### config.mk
export PLATFORM = sky130hd
export DESIGN_NAME = cfbc_engine
export DESIGN_NICKNAME = d
export VERILOG_FILES = /design/src/rtl/cfbc_pkg.sv /design/src/rtl/cfbc_engine.sv
export SDC_FILE = /design/constraint.sdc
export NUM_CORES = 1
export LEC_CHECK = 0
export ABC_AREA = 1
export BUFFER_PORTS_ARGS = -buffer_cell sky130_fd_sc_hd__buf_4
export CAP_MARGIN = 20
export CORE_MARGIN = 2
export CORE_UTILIZATION = 55
export DETAILED_ROUTE_END_ITERATION = 10
export PLACE_DENSITY = 0.83
export SLEW_MARGIN = 20
export SYNTH_ARGS = -nofsm -noshare
export SYNTH_HDL_FRONTEND = slang
export SYNTH_SLANG_ARGS = --single-unit
### constraint.sdc
create_clock -name clk -period 4.2 [get_ports clk]
set_input_delay 0.84 -clock clk [delete_from_list [all_inputs] [get_ports clk]]
set_output_delay 0.84 -clock clk [all_outputs]
set_load 0.05 [all_outputs]
### src/rtl/cfbc_pkg.sv
// ----------------------------------------------------------------------------
// cfbc_pkg
// Types and codes shared by the command frame builder and checker.
// ----------------------------------------------------------------------------
package cfbc_pkg;

  // Input item kinds
  localparam logic [1:0] KIND_START   = 2'd0;
  localparam logic [1:0] KIND_PAYLOAD = 2'd1;
  localparam logic [1:0] KIND_REPLY   = 2'd2;

  // Result item kinds
  localparam logic [1:0] OUT_FRAME = 2'd0;
  localparam logic [1:0] OUT_DATA  = 2'd1;
  localparam logic [1:0] OUT_DONE  = 2'd2;

  // Completion status codes
  localparam logic [2:0] ST_OK       = 3'd0;
  localparam logic [2:0] ST_SIZE     = 3'd1;
  localparam logic [2:0] ST_CHECKSUM = 3'd2;
  localparam logic [2:0] ST_SEQUENCE = 3'd3;
  localparam logic [2:0] ST_DEVICE   = 3'd4;

  // Most results one input item can cause, and the width of a count of them
  localparam int MaxResults = 6;
  localparam int CntW       = 3;

  typedef struct packed {
    logic [1:0] kind;
    logic [7:0] mailbox;
    logic [7:0] command;
    logic [7:0] payload_count;
    logic [7:0] reply_count;
    logic [7:0] data_byte;
  } in_item_t;

  typedef struct packed {
    logic [1:0] out_kind;
    logic [7:0] out_byte;
    logic [2:0] status;
    logic [7:0] device_status;
    logic       last;
  } result_t;

  typedef struct packed {
    result_t [MaxResults-1:0] res;
    logic [CntW-1:0]          cnt;
  } batch_t;

endpackage

### src/rtl/cfbc_engine.sv
// ----------------------------------------------------------------------------
// cfbc_engine
// Transaction state and per-item frame build / reply check logic.
// ----------------------------------------------------------------------------
module cfbc_engine #(
  parameter int FRAME_BYTES = 256
) (
  input  logic              clk,
  input  logic              rst,
  input  logic              fire,
  input  cfbc_pkg::in_item_t item,
  output cfbc_pkg::batch_t  batch
);
  import cfbc_pkg::*;

  localparam int PayloadMax = FRAME_BYTES - 6;
  localparam int ReplyMax   = FRAME_BYTES - 5;

  typedef enum logic [1:0] {PH_IDLE, PH_SEND, PH_RECV} phase_t;

  phase_t      phase, phase_next;
  logic [7:0]  seq_counter, seq_counter_next;
  logic [15:0] running_sum, running_sum_next;
  logic [8:0]  byte_position, byte_position_next;
  logic [7:0]  payload_left, payload_left_next;
  logic [7:0]  reply_expected, reply_expected_next;
  logic [7:0]  sent_sequence, sent_sequence_next;
  logic [7:0]  recv_hi, recv_hi_next;
  logic        seq_ok, seq_ok_next;
  logic [7:0]  reply_status_byte, reply_status_byte_next;

  logic [15:0] sum_start, sum_add;
  logic [15:0] csum_start, csum_add;
  logic [8:0]  data_end;
  logic [7:0]  left_dec;
  logic [2:0]  done_status;
  logic        size_err;

  function automatic result_t mk(logic [1:0] k, logic [7:0] b, logic [2:0] st,
                                 logic [7:0] dev, logic lst);
    result_t r;
    r.out_kind      = k;
    r.out_byte      = b;
    r.status        = st;
    r.device_status = dev;
    r.last          = lst;
    return r;
  endfunction

  // Odd positions weigh as the high byte, even ones as the low byte
  function automatic logic [15:0] term(logic odd, logic [7:0] b);
    return odd ? {b, 8'h00} : {8'h00, b};
  endfunction

  always_comb begin
    size_err   = ({1'b0, item.payload_count} > 9'(PayloadMax)) ||
                 ({1'b0, item.reply_count} > 9'(ReplyMax));
    sum_start  = {item.mailbox, 8'h00} + {8'h00, item.command} + {seq_counter, 8'h00};
    csum_start = ~sum_start;
    sum_add    = running_sum + term(byte_position[0], item.data_byte);
    csum_add   = ~sum_add;
    left_dec   = payload_left - 8'd1;
    data_end   = 9'd3 + {1'b0, reply_expected};
    if ({recv_hi, item.data_byte} != ~running_sum) begin
      done_status = ST_CHECKSUM;
    end else if (!seq_ok) begin
      done_status = ST_SEQUENCE;
    end else if (reply_status_byte != 8'h00) begin
      done_status = ST_DEVICE;
    end else begin
      done_status = ST_OK;
    end
  end

  always_comb begin
    phase_next             = phase;
    seq_counter_next       = seq_counter;
    running_sum_next       = running_sum;
    byte_position_next     = byte_position;
    payload_left_next      = payload_left;
    reply_expected_next    = reply_expected;
    sent_sequence_next     = sent_sequence;
    recv_hi_next           = recv_hi;
    seq_ok_next            = seq_ok;
    reply_status_byte_next = reply_status_byte;
    batch                  = '0;

    unique case (item.kind)
      KIND_START: begin
        if (size_err) begin
          phase_next   = PH_IDLE;
          batch.res[0] = mk(OUT_DONE, 8'h00, ST_SIZE, 8'h00, 1'b1);
          batch.cnt    = CntW'(1);
        end else begin
          sent_sequence_next  = seq_counter;
          seq_counter_next    = seq_counter + 8'd1;
          payload_left_next   = item.payload_count;
          reply_expected_next = item.reply_count;
          running_sum_next    = sum_start;
          byte_position_next  = 9'd4;
          phase_next          = PH_SEND;
          batch.res[0] = mk(OUT_FRAME, item.payload_count + 8'd5, ST_OK, 8'h00, 1'b0);
          batch.res[1] = mk(OUT_FRAME, item.mailbox, ST_OK, 8'h00, 1'b0);
          batch.res[2] = mk(OUT_FRAME, item.command, ST_OK, 8'h00, 1'b0);
          batch.res[3] = mk(OUT_FRAME, seq_counter, ST_OK, 8'h00, 1'b0);
          batch.cnt    = CntW'(4);
          if (item.payload_count == 8'h00) begin
            // Empty payload: close the frame right away
            batch.res[4]           = mk(OUT_FRAME, csum_start[15:8], ST_OK, 8'h00, 1'b0);
            batch.res[5]           = mk(OUT_FRAME, csum_start[7:0], ST_OK, 8'h00, 1'b1);
            batch.cnt              = CntW'(6);
            phase_next             = PH_RECV;
            byte_position_next     = 9'd0;
            running_sum_next       = 16'h0000;
            recv_hi_next           = 8'h00;
            seq_ok_next            = 1'b0;
            reply_status_byte_next = 8'h00;
          end
        end
      end
      KIND_PAYLOAD: begin
        if (phase == PH_SEND) begin
          running_sum_next   = sum_add;
          byte_position_next = byte_position + 9'd1;
          payload_left_next  = left_dec;
          batch.res[0]       = mk(OUT_FRAME, item.data_byte, ST_OK, 8'h00, 1'b0);
          batch.cnt          = CntW'(1);
          if (left_dec == 8'h00) begin
            batch.res[1]           = mk(OUT_FRAME, csum_add[15:8], ST_OK, 8'h00, 1'b0);
            batch.res[2]           = mk(OUT_FRAME, csum_add[7:0], ST_OK, 8'h00, 1'b1);
            batch.cnt              = CntW'(3);
            phase_next             = PH_RECV;
            byte_position_next     = 9'd0;
            running_sum_next       = 16'h0000;
            recv_hi_next           = 8'h00;
            seq_ok_next            = 1'b0;
            reply_status_byte_next = 8'h00;
          end
        end
      end
      KIND_REPLY: begin
        if (phase == PH_RECV) begin
          if (byte_position == 9'd0) begin
            // Length byte: skip, not checked
            byte_position_next = 9'd1;
          end else if (byte_position == 9'd1) begin
            seq_ok_next        = (item.data_byte == sent_sequence);
            running_sum_next   = sum_add;
            byte_position_next = byte_position + 9'd1;
          end else if (byte_position == 9'd2) begin
            reply_status_byte_next = item.data_byte;
            running_sum_next       = sum_add;
            byte_position_next     = byte_position + 9'd1;
          end else if (byte_position < data_end) begin
            running_sum_next   = sum_add;
            byte_position_next = byte_position + 9'd1;
            batch.res[0]       = mk(OUT_DATA, item.data_byte, ST_OK, 8'h00, 1'b0);
            batch.cnt          = CntW'(1);
          end else if (byte_position == data_end) begin
            recv_hi_next       = item.data_byte;
            byte_position_next = byte_position + 9'd1;
          end else begin
            batch.res[0]       = mk(OUT_DONE, 8'h00, done_status, reply_status_byte, 1'b1);
            batch.cnt          = CntW'(1);
            phase_next         = PH_IDLE;
            byte_position_next = 9'd0;
          end
        end
      end
      default: begin
        // Undefined kind: drop
      end
    endcase
  end

  always_ff @(posedge clk) begin
    if (rst) begin
      phase             <= PH_IDLE;
      seq_counter       <= '0;
      running_sum       <= '0;
      byte_position     <= '0;
      payload_left      <= '0;
      reply_expected    <= '0;
      sent_sequence     <= '0;
      recv_hi           <= '0;
      seq_ok            <= 1'b0;
      reply_status_byte <= '0;
    end else if (fire) begin
      phase             <= phase_next;
      seq_counter       <= seq_counter_next;
      running_sum       <= running_sum_next;
      byte_position     <= byte_position_next;
      payload_left      <= payload_left_next;
      reply_expected    <= reply_expected_next;
      sent_sequence     <= sent_sequence_next;
      recv_hi           <= recv_hi_next;
      seq_ok            <= seq_ok_next;
      reply_status_byte <= reply_status_byte_next;
    end
  end

endmodule

* Yosys cells after proc, flatten, opt, wreduce, memory -nomap -nowiden
Cells that the tools add are included.
** Storage, ports and cells
- Bits in registers :: 76
- Input bits :: 45
- Output and inout port bits :: 135
- Word-level logic and storage cells :: 143
** Cells by class
- Add/subtract/negate cells :: 8
- Magnitude comparators :: 3
- Equality and inequality tests :: 23
- Multiplexer cells :: 79
- Bitwise logic cells :: 4
- Reduce and logical (&&, ||, !) cells :: 16
** Operators by type and width (number)
- $mux 25 :: 7
- $mux 16 :: 10
- $mux 8 :: 16
- $mux 110 :: 1
- $pmux 44 s2 :: 1
- $mux 42 :: 2
- $mux 9 :: 9
- $pmux 25 s3 :: 1
- $mux 67 :: 1
- $mux 66 :: 1
- $not 16->16 :: 3
- $pmux 16 s3 :: 1
- $pmux 8 s3 :: 2
- $add 16x16->16 :: 2
- $pmux 9 s3 :: 1
- $ne 2x2->1 const B :: 13
- $mux 2 :: 12
- $reduce_and 10->1 :: 2
- $add 16x8->16 :: 1
- $gt 8x8->1 const B :: 2
- $logic_not 8->1 :: 2
- $ne 16x16->1 :: 1
- $pmux 8 s2 :: 1
- $mux 3 :: 4
- 29 further kinds :: 37

* Longest topological paths before layout
- Depth after elaboration :: 11
- Gate-level depth with buffers :: 19
- Depth with buffers taken out :: 19

* Worst setup path before layout
No wires, ideal clock.
- Kind :: input to output
- Start point :: input item[2] (netlist bit)
- End point :: output batch[42] (netlist bit)
- Data arrival time :: 3248 ps
- Data required time :: 3360 ps
- Setup slack :: 112 ps
- Stages on the path :: 12
- Path buffers :: 1
- Cell sequence :: clkbuf_1 -> inv_1 -> nor2_1 -> ha_1 -> nand3_1 -> nand2_1 -> nand2_1 -> o21bai_1 -> nand3_1 -> nand3_1 -> nand2_1 -> o21ai_0
** RTL lines
- start: declaration :: line cfbc_engine.sv:11 : input cfbc_pkg::in_item_t item,
- end: declaration :: line cfbc_engine.sv:12 : output cfbc_pkg::batch_t batch

==> results.cfg <==
[placed_design]
dp_hpwl_um = 15600
place.port_buffers = 111
dpl_worst_slack_ns = 0.316
finalWeightedCongestion = 1.02
placedCellCount = 1346

[synth]
syn-cell-area_um2 = 6970
asyncSetResetFlopFracSynth_pct = 0
yosys.area.top_type_share_pct = 21.8
ys_seq_elements = 76
synth_cell_types = 46
synth_top_flop_cell = sky130_fd_sc_hd__dfxtp_1
yosys_warnings = 0
most_common_library_cells_after_synthesis = sky130_fd_sc_hd__nand2_1 (217), sky130_fd_sc_hd__nor2_1 (135), sky130_fd_sc_hd__inv_1 (122)
ys_top_cells_by_area = sky130_fd_sc_hd__dfxtp_1 (22%), sky130_fd_sc_hd__nand2_1 (12%), sky130_fd_sc_hd__ha_1 (8.4%)
synthDominantAreaCellType = sky130_fd_sc_hd__dfxtp_1
synth_seq_area_share_pct = 21.8
synth_most_common_cell = sky130_fd_sc_hd__nand2_1
avg_inst_size_synth_um2 = 6.40
synth_cells = 1090
synth-edff-count = 0

[timing]
finalCritPeriodShare_pct = 95.4
timing.clock.skew_ns = 0.00945
slew-limit-headroom_pct = 54.8
final-setup-viol-count = 0
report.final.slew_viol_count = 0
setup_total_negative_slack_ns = 0
timing.final.ws_setup_ns = 0.195
grt_setup_unrepaired = false
final_hold_viol_count = 0
maxClockFrequency_mhz = 250
slew_at_the_pin_closest_to_its_max_slew_limit_ns = 0.678
finalHoldWorstSlack_ns = 0.472
post-route-min-period_ns = 4.01

[clock_tree]
clk_pin_slew_ns = 0.06
ctsRootBufferMaster = sky130_fd_sc_hd__clkbuf_16
holdBufCountCts = 0
h-tree-depth = 3
ctsLongestPathBuffers = 2
tritoncts = done
numCtsBuffers = 9
clock_sink_count = 76
worst_skew_pair.late_latency_ns = 0.34

[drt]
via_per_inst = 5.28
wl_met1_um = 8230
total_number_of_vias = 7195
drt-total-wl_um = 19800
top_layer = met4
remaining_drc_errors = 0
dr_wl_met2_um = 9320
drt_first_iter_violations = 637
ant_nets = 0
met3_length_um = 1470
drt_pre_antenna_iters = 5
routedWlPerCell_um = 14.6

[worst_setup_path]
crit_path_max_fanout = 5
worstPathRequired_ns = 3.36
endpoint_kind = output port
arrival_ns = 3.17
timing.critical_path.from_type = register
timing.setup.critical_path_class = register to output port

[floorplan]
die_area_um2 = 13600
pin_count = 180
dieHeight_um = 117
row_count = 41
core_area_um2 = 12500
die_width_um = 117
start_util_pct = 55.7

[power]
power_mw = 2.26
power.static_leakage_nw = 3.99
power_per_cell_area_nw_per_um2 = 283
maximum_vdd_drop_uv = 177

[global_routing]
wire_length_of_the_first_global_routing_pass_um = 31300
grt_pass1_vias = 6518
grt_overflow_total = 0
grt_start_max_net_pins = 36
number_of_antenna_violations_at_the_first_check_in_global_routing = 0
track_usage_pct = 29.1

[run]
max_cap_violations = 0

[layout]
num-nets-final = 1281
antenna_cells = 0
layout-drive-gt1-share_pct = 15.9
layout_stage_area_growth_over_the_synthesis_result_pct = 14.6
final.fill_count = 1185
final_cell_count_no_fill = 1363

[worst_hold_path]
hold_path.class = register to register

[run_status]
run_status = complete, no violations
==> per-layer routing <==
metal  vias to the layer above  track usage [%]
met5                         -                0
met4                         0             12.1
met3                        49             4.26
met2                       324             50.5
met1                      3237             36.0
li1                       3585                -
==> through the flow <==
step / area, µm² / utilization (%)
2_1_floorplan: 7230 / -
4_1_cts: 7940 / 63.4
5_1_grt: 8000 / 63.9
3_5_place_dp: 7640 / 61.1
6_report: 8000 / 63.9
3_3_place_gp: 7640 / 61.1
==> final timing paths <==
| check | from | endpoint | slack (ns) | depth (start not counted) |
|---|---|---|---|---|
| hold / removal | seq_ok$_SDFFE_PP0P_ | seq_ok$_SDFFE_PP0P_ | 0.47 | 2 |
| hold reg to reg | seq_ok$_SDFFE_PP0P_ | seq_ok$_SDFFE_PP0P_ | 0.47 | 2 |
| setup reg to reg | reply_expected[2]$_SDFFE_PP0P_ | running_sum[4]$_SDFFE_PP0P_ | 1.37 | 15 |
| setup / recovery | reply_expected[2]$_SDFFE_PP0P_ | batch[15] | 0.19 | 15 |
==> placed cells by master, fill, tap and decap left out, types with 7 or more instances in the layout <==
cell,instances
sky130_fd_sc_hd__dfxtp_1,76
sky130_fd_sc_hd__inv_2,10
sky130_fd_sc_hd__xor2_1,33
sky130_fd_sc_hd__clkbuf_16,9
sky130_fd_sc_hd__o21ai_2,11
sky130_fd_sc_hd__buf_4,119
sky130_fd_sc_hd__nand3_1,49
sky130_fd_sc_hd__nand2_1,216
sky130_fd_sc_hd__a21oi_1,111
sky130_fd_sc_hd__ha_1,47
sky130_fd_sc_hd__nor2_1,135
sky130_fd_sc_hd__xnor2_1,9
sky130_fd_sc_hd__nand4_1,14
sky130_fd_sc_hd__inv_1,122
sky130_fd_sc_hd__conb_1,68
sky130_fd_sc_hd__nor3_1,15
sky130_fd_sc_hd__o21ai_0,69
sky130_fd_sc_hd__nand3b_1,7
==> logic make-up (layout without fill, tap and decap cells) <==
| group | Yosys count | after routing | share of synthesized area (%) |
|---|---|---|---|
| adders and majority gates | 49 | 49 | 9.01 |
| DFF | 76 | 76 | 21.8 |
| other | 1 | 68 | 0.0538 |
| and+or+nand+nor | 464 | 464 | 29.2 |
| xor gates and xnor gates | 42 | 42 | 5.27 |
| buffers and inverters | 234 | 267 | 17.0 |
| AOI/OAI and AO/OA | 224 | 225 | 17.7 |
==> layout make-up <==
| cell class | count | area [µm²] | share of cell area [%] |
|---|---|---|---|
| multi-input cells | 848 | 4570 | 57.1 |
| flip-flops and latches | 76 | 1520 | 19.0 |
| repair buffers | 120 | 905 | 11.3 |
| inverters | 132 | 495 | 6.20 |
| clock buffers | 9 | 225 | 2.82 |
| well taps | 172 | 215 | 2.69 |
| clock inverters | 6 | 66.3 | 0.829 |
==> power by group <==
group | leakage (nW) | total [mW] | internal, mW | switching (mW)
clock | 0.134 | 0.769 | 0.456 | 0.313
combinational | 3.24 | 0.692 | 0.190 | 0.502
sequential | 0.619 | 0.801 | 0.759 | 0.0423
==> state kept, by name, indices dropped and copies added (netlist names) <==
register           cells
payload_left           8
reply_status_byte      8
sent_sequence          8
recv_hi                8
seq_ok                 1
running_sum           16
seq_counter            8
phase                  2
reply_expected         8
byte_position          9
==> worst max-delay path, stage by stage (launching register included) <==
cell and delay (ns):
sky130_fd_sc_hd__dfxtp_1 0.35, sky130_fd_sc_hd__inv_1 0.10, sky130_fd_sc_hd__a21oi_1 0.22, sky130_fd_sc_hd__nand3_1 0.14
sky130_fd_sc_hd__nor3_1 0.20, sky130_fd_sc_hd__xor2_1 0.19, sky130_fd_sc_hd__ha_1 0.25, sky130_fd_sc_hd__nand2_1 0.08
sky130_fd_sc_hd__a21oi_1 0.04, sky130_fd_sc_hd__nor2_1 0.12, sky130_fd_sc_hd__nand3_2 0.13, sky130_fd_sc_hd__nand3b_1 0.27
sky130_fd_sc_hd__o21ai_4 0.17, sky130_fd_sc_hd__nand2_1 0.18, sky130_fd_sc_hd__a21oi_1 0.18, sky130_fd_sc_hd__buf_4 0.22
==> timing repair <==
item                                    4_1_cts  5_1_grt
hold endpoints to repair                      0        0
gates cloned                                  0        1
pin swaps                                     0        2
buffers inserted                              0        1
resized for setup                             1        8
endpoints found under the setup margin        6       20
Note: power is estimated with default switching activity, not from simulation.
